File: src/hw/rtl/ddma_pkg.sv
// Shared types and constants for the dual DMA controller with page registers.
// Holds command codes, register numbers, page port numbers and the structs
// that pass between the decoder, the core and the top level.
package ddma_pkg;

  // Commands carried with each input word.
  localparam logic [1:0] CMD_WRITE = 2'd0;
  localparam logic [1:0] CMD_READ  = 2'd1;
  localparam logic [1:0] CMD_XFER  = 2'd2;

  // Controller register numbers above the address/count block.
  localparam logic [3:0] REG_CMD       = 4'd8;
  localparam logic [3:0] REG_REQ       = 4'd9;
  localparam logic [3:0] REG_MASK      = 4'd10;
  localparam logic [3:0] REG_MODE      = 4'd11;
  localparam logic [3:0] REG_CLR_BP    = 4'd12;
  localparam logic [3:0] REG_MCLR      = 4'd13;
  localparam logic [3:0] REG_CLR_MASKS = 4'd14;
  localparam logic [3:0] REG_ALL_MASKS = 4'd15;

  // Page register ports.
  localparam logic [7:0] PAGE_PORT_CH0 = 8'h87;
  localparam logic [7:0] PAGE_PORT_CH1 = 8'h83;
  localparam logic [7:0] PAGE_PORT_CH2 = 8'h81;
  localparam logic [7:0] PAGE_PORT_CH3 = 8'h82;
  localparam logic [7:0] PAGE_PORT_CH5 = 8'h8B;
  localparam logic [7:0] PAGE_PORT_CH6 = 8'h89;
  localparam logic [7:0] PAGE_PORT_CH7 = 8'h8A;

  // Value returned by ports with nothing behind them.
  localparam logic [7:0] UNMAPPED_DATA = 8'hFF;

  // Mode register bits.
  localparam int MODE_AUTOINIT_BIT  = 4;
  localparam int MODE_DECREMENT_BIT = 5;

  typedef struct packed {
    logic [1:0] command;
    logic [7:0] port;
    logic [7:0] write_data;
    logic [2:0] channel;
  } item_t;

  // Port decode result.
  typedef struct packed {
    logic       page_range;  // port in 0x80-0x8F
    logic       page_hit;    // port is one of the seven page registers
    logic [2:0] page_ch;
    logic       reg_hit;     // port maps to a controller register
    logic       ctl;         // 0 first controller, 1 second controller
    logic [3:0] regno;
  } dec_t;

  typedef struct packed {
    logic [7:0]  read_data;
    logic [23:0] phys_addr;
    logic        transferred;
    logic [1:0]  unit_bytes;
    logic        terminal_count;
    logic        channel_stopped;
    logic [17:0] remaining_bytes;
  } res_t;

endpackage

File: src/hw/rtl/ddma_decode.sv
// Port decoder for the dual DMA controller.
// Maps an I/O port number to a page register or a controller register.
// Depends on ddma_pkg.
module ddma_decode (
  input  logic [7:0]    port,
  output ddma_pkg::dec_t dec
);

  // Page register lookup over the non-sequential page map.
  always_comb begin
    dec = '0;
    dec.page_range = (port[7:4] == 4'h8);
    dec.page_hit = 1'b1;
    case (port)
      ddma_pkg::PAGE_PORT_CH0: dec.page_ch = 3'd0;
      ddma_pkg::PAGE_PORT_CH1: dec.page_ch = 3'd1;
      ddma_pkg::PAGE_PORT_CH2: dec.page_ch = 3'd2;
      ddma_pkg::PAGE_PORT_CH3: dec.page_ch = 3'd3;
      ddma_pkg::PAGE_PORT_CH5: dec.page_ch = 3'd5;
      ddma_pkg::PAGE_PORT_CH6: dec.page_ch = 3'd6;
      ddma_pkg::PAGE_PORT_CH7: dec.page_ch = 3'd7;
      default: begin
        dec.page_ch  = 3'd0;
        dec.page_hit = 1'b0;
      end
    endcase

    // The first controller sits at 0x00-0x0F, the second at 0xC0-0xDF
    // where each even/odd port pair aliases one register.
    if (port[7:4] == 4'h0) begin
      dec.reg_hit = 1'b1;
      dec.ctl     = 1'b0;
      dec.regno   = port[3:0];
    end else if (port[7:5] == 3'b110) begin
      dec.reg_hit = 1'b1;
      dec.ctl     = 1'b1;
      dec.regno   = port[4:1];
    end
  end

endmodule

File: src/hw/rtl/ddma_core.sv
// Register file and single-pass execution logic of the dual DMA controller.
// Holds all channel state, forms the result of one word and updates state.
// Depends on ddma_pkg.
module ddma_core (
  input  logic            clk,
  input  logic            rst,
  input  logic            fire,
  input  ddma_pkg::item_t item,
  input  ddma_pkg::dec_t  dec,
  output ddma_pkg::res_t  res
);

  logic [15:0] base_address [8];
  logic [15:0] load_count [8];
  logic [15:0] current_address [8];
  logic [15:0] current_count [8];
  logic [7:0]  page_value [8];
  logic [7:0]  mode_value [8];
  logic [7:0]  mask_bit;
  logic [7:0]  tc_bit;
  logic [1:0]  byte_pointer;

  logic        is_xfer;
  logic [2:0]  idx;
  logic [2:0]  sel_ch;
  logic        bp;
  logic [15:0] ca;
  logic [15:0] cc;
  logic [15:0] ba;
  logic [15:0] bc;
  logic [7:0]  pg;
  logic [7:0]  md;
  logic        live;
  logic        word;
  logic        at_tc;
  logic        autoinit;
  logic [15:0] addr_step;
  logic [15:0] addr_after;
  logic [15:0] count_after;
  logic [16:0] count_plus;
  logic [15:0] new_half_a;
  logic [15:0] new_half_c;
  logic [3:0]  ctl_tc;

  // One channel is addressed per word: the transfer channel or the register's.
  assign is_xfer = (item.command == ddma_pkg::CMD_XFER);
  assign idx     = is_xfer ? item.channel : {dec.ctl, dec.regno[2:1]};
  assign sel_ch  = {dec.ctl, item.write_data[1:0]};
  assign bp      = byte_pointer[dec.ctl];
  assign ca      = current_address[idx];
  assign cc      = current_count[idx];
  assign ba      = base_address[idx];
  assign bc      = load_count[idx];
  assign pg      = page_value[idx];
  assign md      = mode_value[idx];
  assign ctl_tc  = dec.ctl ? tc_bit[7:4] : tc_bit[3:0];

  // Byte-pointer merge for address and count writes.
  assign new_half_a = bp ? {item.write_data, ba[7:0]} : {ba[15:8], item.write_data};
  assign new_half_c = bp ? {item.write_data, bc[7:0]} : {bc[15:8], item.write_data};

  // Transfer step.
  assign live      = is_xfer && !mask_bit[idx];
  assign word      = idx[2];
  assign at_tc     = (cc == 16'd0);
  assign autoinit  = md[ddma_pkg::MODE_AUTOINIT_BIT];
  assign addr_step = md[ddma_pkg::MODE_DECREMENT_BIT] ? (ca - 16'd1) : (ca + 16'd1);

  // Autoinit at terminal count reloads the address from base instead of stepping.
  assign addr_after = (at_tc && autoinit) ? ba : addr_step;

  always_comb begin
    if (!live) begin
      count_after = cc;
    end else if (at_tc) begin
      count_after = autoinit ? bc : cc;
    end else begin
      count_after = cc - 16'd1;
    end
  end

  assign count_plus = {1'b0, count_after} + 17'd1;

  // Result of the word.
  always_comb begin
    res = '0;
    case (item.command)
      ddma_pkg::CMD_READ: begin
        if (dec.page_range) begin
          res.read_data = dec.page_hit ? page_value[dec.page_ch] : ddma_pkg::UNMAPPED_DATA;
        end else if (dec.reg_hit && !dec.regno[3]) begin
          if (dec.regno[0]) begin
            res.read_data = bp ? cc[15:8] : cc[7:0];
          end else begin
            res.read_data = bp ? ca[15:8] : ca[7:0];
          end
        end else if (dec.reg_hit && dec.regno == ddma_pkg::REG_CMD) begin
          res.read_data = {4'd0, ctl_tc};
        end else begin
          res.read_data = ddma_pkg::UNMAPPED_DATA;
        end
      end
      ddma_pkg::CMD_XFER: begin
        if (live) begin
          res.phys_addr       = word ? {pg[7:1], ca, 1'b0} : {pg, ca};
          res.transferred     = 1'b1;
          res.unit_bytes      = word ? 2'd2 : 2'd1;
          res.terminal_count  = at_tc;
          res.channel_stopped = at_tc && !autoinit;
        end
        res.remaining_bytes = word ? {count_plus, 1'b0} : {1'b0, count_plus};
      end
      default: begin
        res = '0;
      end
    endcase
  end

  // State update when the word leaves the input register.
  always_ff @(posedge clk) begin
    if (rst) begin
      for (int i = 0; i < 8; i++) begin
        base_address[i]    <= '0;
        load_count[i]      <= '0;
        current_address[i] <= '0;
        current_count[i]   <= '0;
        page_value[i]      <= '0;
        mode_value[i]      <= '0;
      end
      mask_bit     <= '1;
      tc_bit       <= '0;
      byte_pointer <= '0;
    end else if (fire) begin
      case (item.command)
        ddma_pkg::CMD_WRITE: begin
          if (dec.page_range) begin
            if (dec.page_hit) begin
              page_value[dec.page_ch] <= item.write_data;
            end
          end else if (dec.reg_hit && !dec.regno[3]) begin
            if (dec.regno[0]) begin
              load_count[idx]    <= new_half_c;
              current_count[idx] <= new_half_c;
            end else begin
              base_address[idx]    <= new_half_a;
              current_address[idx] <= new_half_a;
            end
            byte_pointer[dec.ctl] <= !bp;
          end else if (dec.reg_hit) begin
            case (dec.regno)
              ddma_pkg::REG_MASK: mask_bit[sel_ch] <= item.write_data[2];
              ddma_pkg::REG_MODE: mode_value[sel_ch] <= item.write_data;
              ddma_pkg::REG_CLR_BP: byte_pointer[dec.ctl] <= 1'b0;
              ddma_pkg::REG_MCLR: begin
                byte_pointer[dec.ctl] <= 1'b0;
                if (dec.ctl) begin
                  mask_bit[7:4] <= '1;
                  tc_bit[7:4]   <= '0;
                end else begin
                  mask_bit[3:0] <= '1;
                  tc_bit[3:0]   <= '0;
                end
              end
              ddma_pkg::REG_CLR_MASKS: begin
                if (dec.ctl) mask_bit[7:4] <= '0;
                else mask_bit[3:0] <= '0;
              end
              ddma_pkg::REG_ALL_MASKS: begin
                if (dec.ctl) mask_bit[7:4] <= item.write_data[3:0];
                else mask_bit[3:0] <= item.write_data[3:0];
              end
              default: begin
              end
            endcase
          end
        end
        ddma_pkg::CMD_READ: begin
          if (!dec.page_range && dec.reg_hit && !dec.regno[3]) begin
            byte_pointer[dec.ctl] <= !bp;
          end else if (!dec.page_range && dec.reg_hit && dec.regno == ddma_pkg::REG_CMD) begin
            if (dec.ctl) tc_bit[7:4] <= '0;
            else tc_bit[3:0] <= '0;
          end
        end
        ddma_pkg::CMD_XFER: begin
          if (live) begin
            current_address[idx] <= addr_after;
            current_count[idx]   <= count_after;
            if (at_tc) begin
              tc_bit[idx] <= 1'b1;
              if (!autoinit) begin
                mask_bit[idx] <= 1'b1;
              end
            end
          end
        end
        default: begin
        end
      endcase
    end
  end

`ifndef ASSERT_OFF
  // A channel that stops at terminal count is masked afterwards.
  a_stop_masks: assert property (@(posedge clk) disable iff (rst)
    fire && res.channel_stopped |=> mask_bit[$past(idx)])
    else $error("stopped channel not masked");

  // Terminal count on a live transfer always sets that channel's TC bit.
  a_tc_sets: assert property (@(posedge clk) disable iff (rst)
    fire && res.terminal_count |=> tc_bit[$past(idx)])
    else $error("terminal count did not set TC bit");

  // Autoinit at terminal count reloads the count from base.
  a_reload: assert property (@(posedge clk) disable iff (rst)
    fire && res.terminal_count && !res.channel_stopped
    |=> current_count[$past(idx)] == load_count[$past(idx)])
    else $error("autoinit reload failed");
`endif

endmodule

File: src/hw/rtl/dual_dma_controller_with_page_registers.sv
// Top level of the dual DMA controller with AT page registers.
// Input register, port decoder, core and result register.
// Depends on ddma_pkg, ddma_decode and ddma_core.
//
//   Channel  Direction  Handshake            Fields
//   in       to block   in_valid/in_ready    command, port, write_data, channel
//   out      from block out_valid/out_ready  read_data, phys_addr, transferred,
//                                            unit_bytes, terminal_count,
//                                            channel_stopped, remaining_bytes
//
// Every word yields one result; it passes the input register and then the result register.
// One word per cycle is sustained while out_ready stays high: the core reads the channel
// registers between the input and result registers and updates them as the word moves on.
// While out_ready is low, one more word is taken into the input register
// and then in_ready drops until the result register frees.
// rst is synchronous: every channel comes out masked with all registers zero.
module dual_dma_controller_with_page_registers (
  input  logic        clk,
  input  logic        rst,
  input  logic        in_valid,
  output logic        in_ready,
  input  logic [1:0]  command,
  input  logic [7:0]  port,
  input  logic [7:0]  write_data,
  input  logic [2:0]  channel,
  output logic        out_valid,
  input  logic        out_ready,
  output logic [7:0]  read_data,
  output logic [23:0] phys_addr,
  output logic        transferred,
  output logic [1:0]  unit_bytes,
  output logic        terminal_count,
  output logic        channel_stopped,
  output logic [17:0] remaining_bytes
);

  ddma_pkg::item_t item;
  logic            item_valid;
  logic            stage_adv;
  ddma_pkg::dec_t  dec;
  ddma_pkg::res_t  res_next;
  ddma_pkg::res_t  res;

  // The staged word moves on when the result register is empty or drains.
  assign stage_adv = item_valid && (!out_valid || out_ready);
  assign in_ready  = !item_valid || stage_adv;

  // Input register.
  always_ff @(posedge clk) begin
    if (rst) begin
      item_valid <= 1'b0;
    end else if (in_ready) begin
      item_valid <= in_valid;
    end
  end

  always_ff @(posedge clk) begin
    if (in_valid && in_ready) begin
      item.command    <= command;
      item.port       <= port;
      item.write_data <= write_data;
      item.channel    <= channel;
    end
  end

  ddma_decode u_decode (
    .port (item.port),
    .dec  (dec)
  );

  ddma_core u_core (
    .clk  (clk),
    .rst  (rst),
    .fire (stage_adv),
    .item (item),
    .dec  (dec),
    .res  (res_next)
  );

  // Result register.
  always_ff @(posedge clk) begin
    if (rst) begin
      out_valid <= 1'b0;
    end else if (stage_adv) begin
      out_valid <= 1'b1;
    end else if (out_ready) begin
      out_valid <= 1'b0;
    end
  end

  always_ff @(posedge clk) begin
    if (stage_adv) begin
      res <= res_next;
    end
  end

  assign read_data       = res.read_data;
  assign phys_addr       = res.phys_addr;
  assign transferred     = res.transferred;
  assign unit_bytes      = res.unit_bytes;
  assign terminal_count  = res.terminal_count;
  assign channel_stopped = res.channel_stopped;
  assign remaining_bytes = res.remaining_bytes;

`ifndef ASSERT_OFF
  // A word that leaves the input register shows up as a result.
  a_adv_out: assert property (@(posedge clk) disable iff (rst)
    stage_adv |=> out_valid)
    else $error("advanced word produced no result");

  // A staged word that cannot advance stays staged.
  a_stage_hold: assert property (@(posedge clk) disable iff (rst)
    item_valid && !stage_adv |=> item_valid)
    else $error("staged word lost");

  // A self-stop only happens on a real transfer at terminal count.
  a_stop_tc: assert property (@(posedge clk) disable iff (rst)
    out_valid && channel_stopped |-> terminal_count && transferred)
    else $error("stop without terminal count");

  // A moved unit is one byte or one word.
  a_unit: assert property (@(posedge clk) disable iff (rst)
    out_valid && transferred |-> unit_bytes == 2'd1 || unit_bytes == 2'd2)
    else $error("bad unit size");
`endif

endmodule

File: config.mk
export PLATFORM = sky130hd
export DESIGN_NAME = dual_dma_controller_with_page_registers
export DESIGN_NICKNAME = d
export VERILOG_FILES = /design/src/hw/rtl/ddma_pkg.sv /design/src/hw/rtl/ddma_decode.sv /design/src/hw/rtl/ddma_core.sv /design/src/hw/rtl/dual_dma_controller_with_page_registers.sv
export SDC_FILE = /design/constraint.sdc
export NUM_CORES = 1
export LEC_CHECK = 0
export BUFFER_PORTS_ARGS = -buffer_cell sky130_fd_sc_hd__buf_2
export CORE_MARGIN = 3
export CORE_UTILIZATION = 57
export CTS_CLUSTER_SIZE = 28
export DETAILED_ROUTE_END_ITERATION = 8
export PLACE_DENSITY = 0.78
export SETUP_SLACK_MARGIN = 0.5
export SYNTH_ARGS = -nofsm -noshare
export SYNTH_HDL_FRONTEND = slang
export SYNTH_SLANG_ARGS = --single-unit
File: constraint.sdc
create_clock -name clk -period 9.36 [get_ports clk]
set_clock_uncertainty 0.1 [all_clocks]
set_input_delay 1.872 -clock clk [delete_from_list [all_inputs] [get_ports clk]]
set_output_delay 1.872 -clock clk [all_outputs]
set_load 0.01 [all_outputs]
* Word level (Yosys, flattened, before mapping) *
Memories as Yosys holds them, arrays and structs flattened.
Cells that the tools add are included.

storage, ports and cells
  flip-flop bits (word level) = 96
  RAM bits = 640
  input bits = 25
  output and inout port bits = 57
  logic and storage cells = 250
  memories = 6

memories
  name                    words  bits a word  rd ports  clocked after Yosys merged registers in  write ports  RTL line         RTL
  u_core.base_address     8      16           1         0                                        8            ddma_core.sv:13  logic [15:0] base_address [8];
  u_core.current_address  8      16           1         0                                        8            ddma_core.sv:15  logic [15:0] current_address [8];
  u_core.current_count    8      16           1         0                                        8            ddma_core.sv:16  logic [15:0] current_count [8];
  u_core.load_count       8      16           1         0                                        8            ddma_core.sv:14  logic [15:0] load_count [8];
  u_core.mode_value       8      8            1         0                                        8            ddma_core.sv:18  logic [7:0] mode_value [8];
  u_core.page_value       8      8            2         0                                        8            ddma_core.sv:17  logic [7:0] page_value [8];

cells by class
  add/sub/neg operators = 4
  magnitude comparators = 6
  equal/unequal tests = 37
  muxes and demuxes = 124
  bitwise gates (word level) = 8
  reduce and logical (&&, ||, !) cells = 45

operators with widths
  kind                     number
  $mux W16                 13
  $mux W8                  23
  $reduce_or A16 Y1        4
  $eq A8 B8 Y1 const B     7
  $mux W1                  50
  $mux W4                  9
  $mux W17                 2
  $eq A4 B4 Y1 const B     8
  $pmux W8 S4              1
  $sub A16 B1 Y16 const B  2
  $pmux W8 S3              1
  $reduce_and A12 Y1       2
  $mux W3                  7
  $pmux W3 S6              1
  $add A16 B1 Y17 const B  1
  $add A16 B1 Y16 const B  1
  $logic_not A16 Y1        1
  $or A8 B8 Y8             2
  $pmux W8 S2              1
  $reduce_or A8 Y1         2
  $ne A2 B2 Y1 const B     7
  $logic_and A1 B1 Y1      13
  $mux W2                  6
  $mux W6                  2
  other kinds (35)         58

* Logic depth before layout (Yosys ltp) *
  word-level depth = 16
  depth in mapped cells = 28
  gate-level depth less buffers = 22

* Hierarchy *
Synthesis repeated with hierarchy kept, for this count alone.

second synthesis, totals
  cell total of the unflattened synthesis = 3132
  area total of the unflattened synthesis = 33791.2 µm²

modules (own cells, without submodules)
  module                                   instances  cells an instance  area each (µm²)  sequential area each (µm²)
  ddma_core                                1          3018               31217.4          18137.4
  dual_dma_controller_with_page_registers  1          86                 2386.0           2322.2
  ddma_decode                              1          28                 187.7            0.0

* Least setup slack after synthesis *
Ideal clock, no wire load.

  kind = register -> register
  start point = register item[20] (netlist name)
  end point = memory u_core.current_address[0][14], data pin
  setup time = 0.271 ns
  arrival = 6.390 ns
  data required time = 8.989 ns
  slack = 2.599 ns
  cell stages (with the launch flop) = 27
  path buffers = 6
  clock period less this slack = 6.761 ns
  cell sequence = edfxtp_1 > buf_2 > nor2b_1 > buf_2 > buf_2 > o21ai_1 > clkbuf_1 > buf_1 > clkbuf_1 > nand2_1 > nand3_1 > o221ai_1 > nor3_1 > ha_1 > a21o_1 > a21oi_1 > o21bai_1 > a21oi_1 > o21bai_1 > a21oi_1 > o21bai_1 > a2111o_1 > and4_1 > nor3_1 > mux2i_1 > a21oi_1 > nor2_1

RTL lines
  element        RTL line
  end, declared  ddma_core.sv:15

* Final worst setup path *
  start point = register item[20] (netlist name)
  end point = register res (netlist bit remaining_bytes[15]), data pin

on the way
  word-level cells in the longest chain between the ends = 9
  elaborated cells between the ends (all ways) = 16
  those cells by class = add/sub (2); eq/ne (1); mux (7); reduce/logical (3); memory (3)

ends and longest elaborated chain
  element                                                                  RTL line                                       RTL
  $eq A2 B2 Y1 *                                                           ddma_core.sv:46, ddma_core.sv:87
  parallel branches: the longest is 8 deep, another holds $add A16 B1 Y17  n/a
  end signal, assigned                                                     dual_dma_controller_with_page_registers.sv:93  res <= res_next;
  end, declared                                                            dual_dma_controller_with_page_registers.sv:42  ddma_pkg::res_t res;

Every way passes the cells marked *. The select of a mux whose other input is x is not followed.
A chain may end at the register's enable or synchronous reset.

==> impl_metrics.toml <==
[grt]
grt_residual_overflow = 0
groute.usage.overall = 0.3572
grt_start_max_net_pins = 70
global_route_wire_length_before_repair_mm = 158.8
first_global_vias = 25477
number_of_antenna_violations_at_the_first_check_in_global_routing = 3

[logic_synthesis]
synth.lib_cells_used.distinct = 101
synth_seq_cells = 687
post_synth_most_frequent_cells = "edfxtp_1, nor2_1, nand2_1, a21oi_1, clkbuf_1"
post_synth_instance_area_um2 = 32730
yosys-top-cells-area = "edfxtp_1, nor2_1, nand2_1, a21oi_1, a22oi_1"
yosys_warnings = 0
synthCells = 2955
synthFlopType = "edfxtp_1"
yosys.area.top_type = "edfxtp_1"
synth_top_area_share = 0.6120
synth_async_sr_flop_share = 0
avgSynthCellArea_um2 = 11.07
synth_enable_flop_cells = 667
synthMostInstantiatedCell = "edfxtp_1"
seq_area_frac_synth = 0.6243

[placed_design]
placedCellCount = 3691
routabilityCongestion = 0.9809
buffer_ports.inserted = 81
place.detailed.hpwl_mm = 70.57

[route]
drt_drc_violations_left = 0
highest_layer = "met5"
drt_pre_antenna_iters = 7
vias = 25957
wl_per_cell_um = 28.36
detailedRoute.firstIterationViolations = 3522
met3_wirelength_mm = 13.01
postRouteWirelength_mm = 108.2
postRouteAntennaNets = 0
met2WireLength_mm = 49.73
vias_per_cell = 6.800
wl_met1_mm = 38.18

[sta]
worst_slew_pin_slew_ns = 1.533
achievable-frequency_ghz = 0.1369
setup_repair_after_global_routing_missed_its_margin = "no"
setup_total_negative_slack_ns = 0
finalWorstPathRequiredPeriod_ns = 7.306
worst_max_slew_margin_expressed_relative_to_the_limit = -0.02222
report.final.setup_viol = 0
post-route-period-util = 0.7806
finalMaxSlewViolations = 4
finalHoldViolations = 0

[clock_network]
clockRootBuffer = "clkbuf_16"
clock_insertion_delay_worst_skew_ns = 0.64
cts.clk_slew.worst_paths_ns = 0.06
cts-resized-gates = 0
cts.htree.levels = 3
tritoncts = "built"
cts_num_sinks = 687
cts_hold_buffers = 0
max-clock-path-buffers = 3
cts_made_buffers = 73
cts.repair_timing.setup_buffer_count = 0

[setup_path]
critPathCaptureType = "flip-flop"
worstPathMaxFanout = 29
arrival_ns = 7.54
worst-setup-path-type = "flip-flop to flip-flop"
cp-start-kind = "flip-flop"
critPathRequiredTime_ns = 9.59

[die]
core.rowCount = 87
pin_count = 82
fp.dieArea_um2 = 60330
coreArea_um2 = 56600
fp.dieW_um = 245.6
fp.dieH_um = 245.6
start_util = 0.5782

[outcome]
outcome = "complete, but fails checks"
failed_checks = "slew limit"

[finish]
postLayoutCoreUtil = 0.6433
area_growth_syn_to_layout_pct = 11.27
finish.cell_count_without_fillers = 3817
number_of_nets_in_the_layout = 3052
final.fill_count = 4317
area_occupied_by_multi_input_gates_um2 = 11580
antennaDiodeCount = 0
post_route_cells_drive_above_1_share = 0.1137
seqCellArea_um2 = 20430

[power]
p_int_uw = 5401
peak_ir_drop_on_the_vdd_network_mv = 0.1608
seqPwrFrac = 0.484
netSwitchingFraction = 0.2595
clock_power_share = 0.399
power.static_leakage_uw = 0.01290
p_per_area_nw_per_um2 = 200.3
report.power.total_uw = 7293
combPwrFrac = 0.117
power_switching_uw = 1892

[worst_hold_path]
hp-class = "flip-flop to flip-flop"

[run]
maxCapViolations = 0
==> cells by family (layout without fill, tap and decap cells) <==
| family | after synthesis | count (layout) | share of synthesized area |
|---|---|---|---|
| other | 1 | 7 | 0.0001146 |
| and+or+nand+nor | 1291 | 1291 | 0.1785 |
| buffers and inverters | 219 | 319 | 0.02688 |
| AOI/OAI and AO/OA | 661 | 661 | 0.1381 |
| adders and majority gates | 17 | 17 | 0.006729 |
| DFF | 687 | 687 | 0.6243 |
| muxes | 54 | 54 | 0.01881 |
| xor gates and xnor gates | 25 | 25 | 0.006691 |
==> power by group through the flow <==
stage	clock [uW]	sequential, uW	combinational [uW]
2_1_floorplan	0	3570	524
3_3_place_gp	0	3590	818
3_5_place_dp	0	3590	824
4_1_cts	2910	3530	829
5_1_grt	3020	3540	905
6_report	2910	3530	856
==> flip-flops by register name (all words and copies together), names as in the netlist, 18 cells and up <==
signal	flops
remaining_bytes	18
u_core.current_address	128
item	21
u_core.base_address	128
phys_addr	24
u_core.current_count	128
u_core.load_count	128
u_core.page_value	63
==> final cells by class <==
cell class	instances	share of cell area
clock buffers	86	0.05150
multi-input cells	2055	0.3181
well taps	756	0.02597
inverters	35	0.003608
clock inverters	40	0.01285
repair buffers	158	0.02701
flip-flops and latches	687	0.5610
==> layer usage <==
layer / vias to the layer above / track usage
li1: 11098 / -
met1: 12509 / 0.4509
met2: 1941 / 0.5623
met3: 407 / 0.08396
met4: 2 / 0.2190
met5: - / 0
==> final timing paths <==
path	start	endpoint	slack, ns	cells after the start
max reg2reg	item[20]	remaining_bytes[15]	2.05	17
max	item[20]	remaining_bytes[15]	2.05	17
min reg2reg	u_core.tc_bit[4]	u_core.tc_bit[4]	0.38	2
min	u_core.tc_bit[4]	u_core.tc_bit[4]	0.38	2
==> worst max-delay path, stage by stage, from the launching register on <==
cell,delay (ns)
edfxtp_1,0.66
nor2b_2,0.95
a211o_1,0.18
buf_4,0.34
nand2_2,0.53
mux2i_1,0.27
or3_1,0.62
inv_1,0.17
ha_1,0.27
o2111ai_1,0.20
nor4_4,0.43
nand2_1,0.28
o31ai_1,0.59
o211ai_1,0.32
nor4b_4,0.49
nand3_1,0.19
nor3b_1,0.26
o32ai_1,0.12
==> stage by stage <==
stage / cell area [um2] / setup slack [ns] / hold WS (ns)
after floorplan: 32750 / 2.599 / 0.3361
after global placement: 34070 / 2.380 / 0.3507
after detailed placement: 34070 / 2.216 / 0.3650
after CTS: 36420 / 2.221 / 0.3792
after global routing: 36420 / 1.645 / 0.4061
final: 36420 / 2.054 / 0.3783
==> cell usage in the layout (no fill, tap or decap), types with 57 or more instances in the layout <==
cell type	synthesis	final
buf_2	15	81
a221oi_1	57	57
a22oi_1	83	83
clkbuf_16	0	73
and2_1	73	71
nor2_1	618	618
buf_4	4	77
a21oi_1	162	160
o21ai_0	66	66
nand3_1	92	92
nand2_1	295	294
edfxtp_1	667	667
Note: power is estimated with default switching activity, not from simulation.
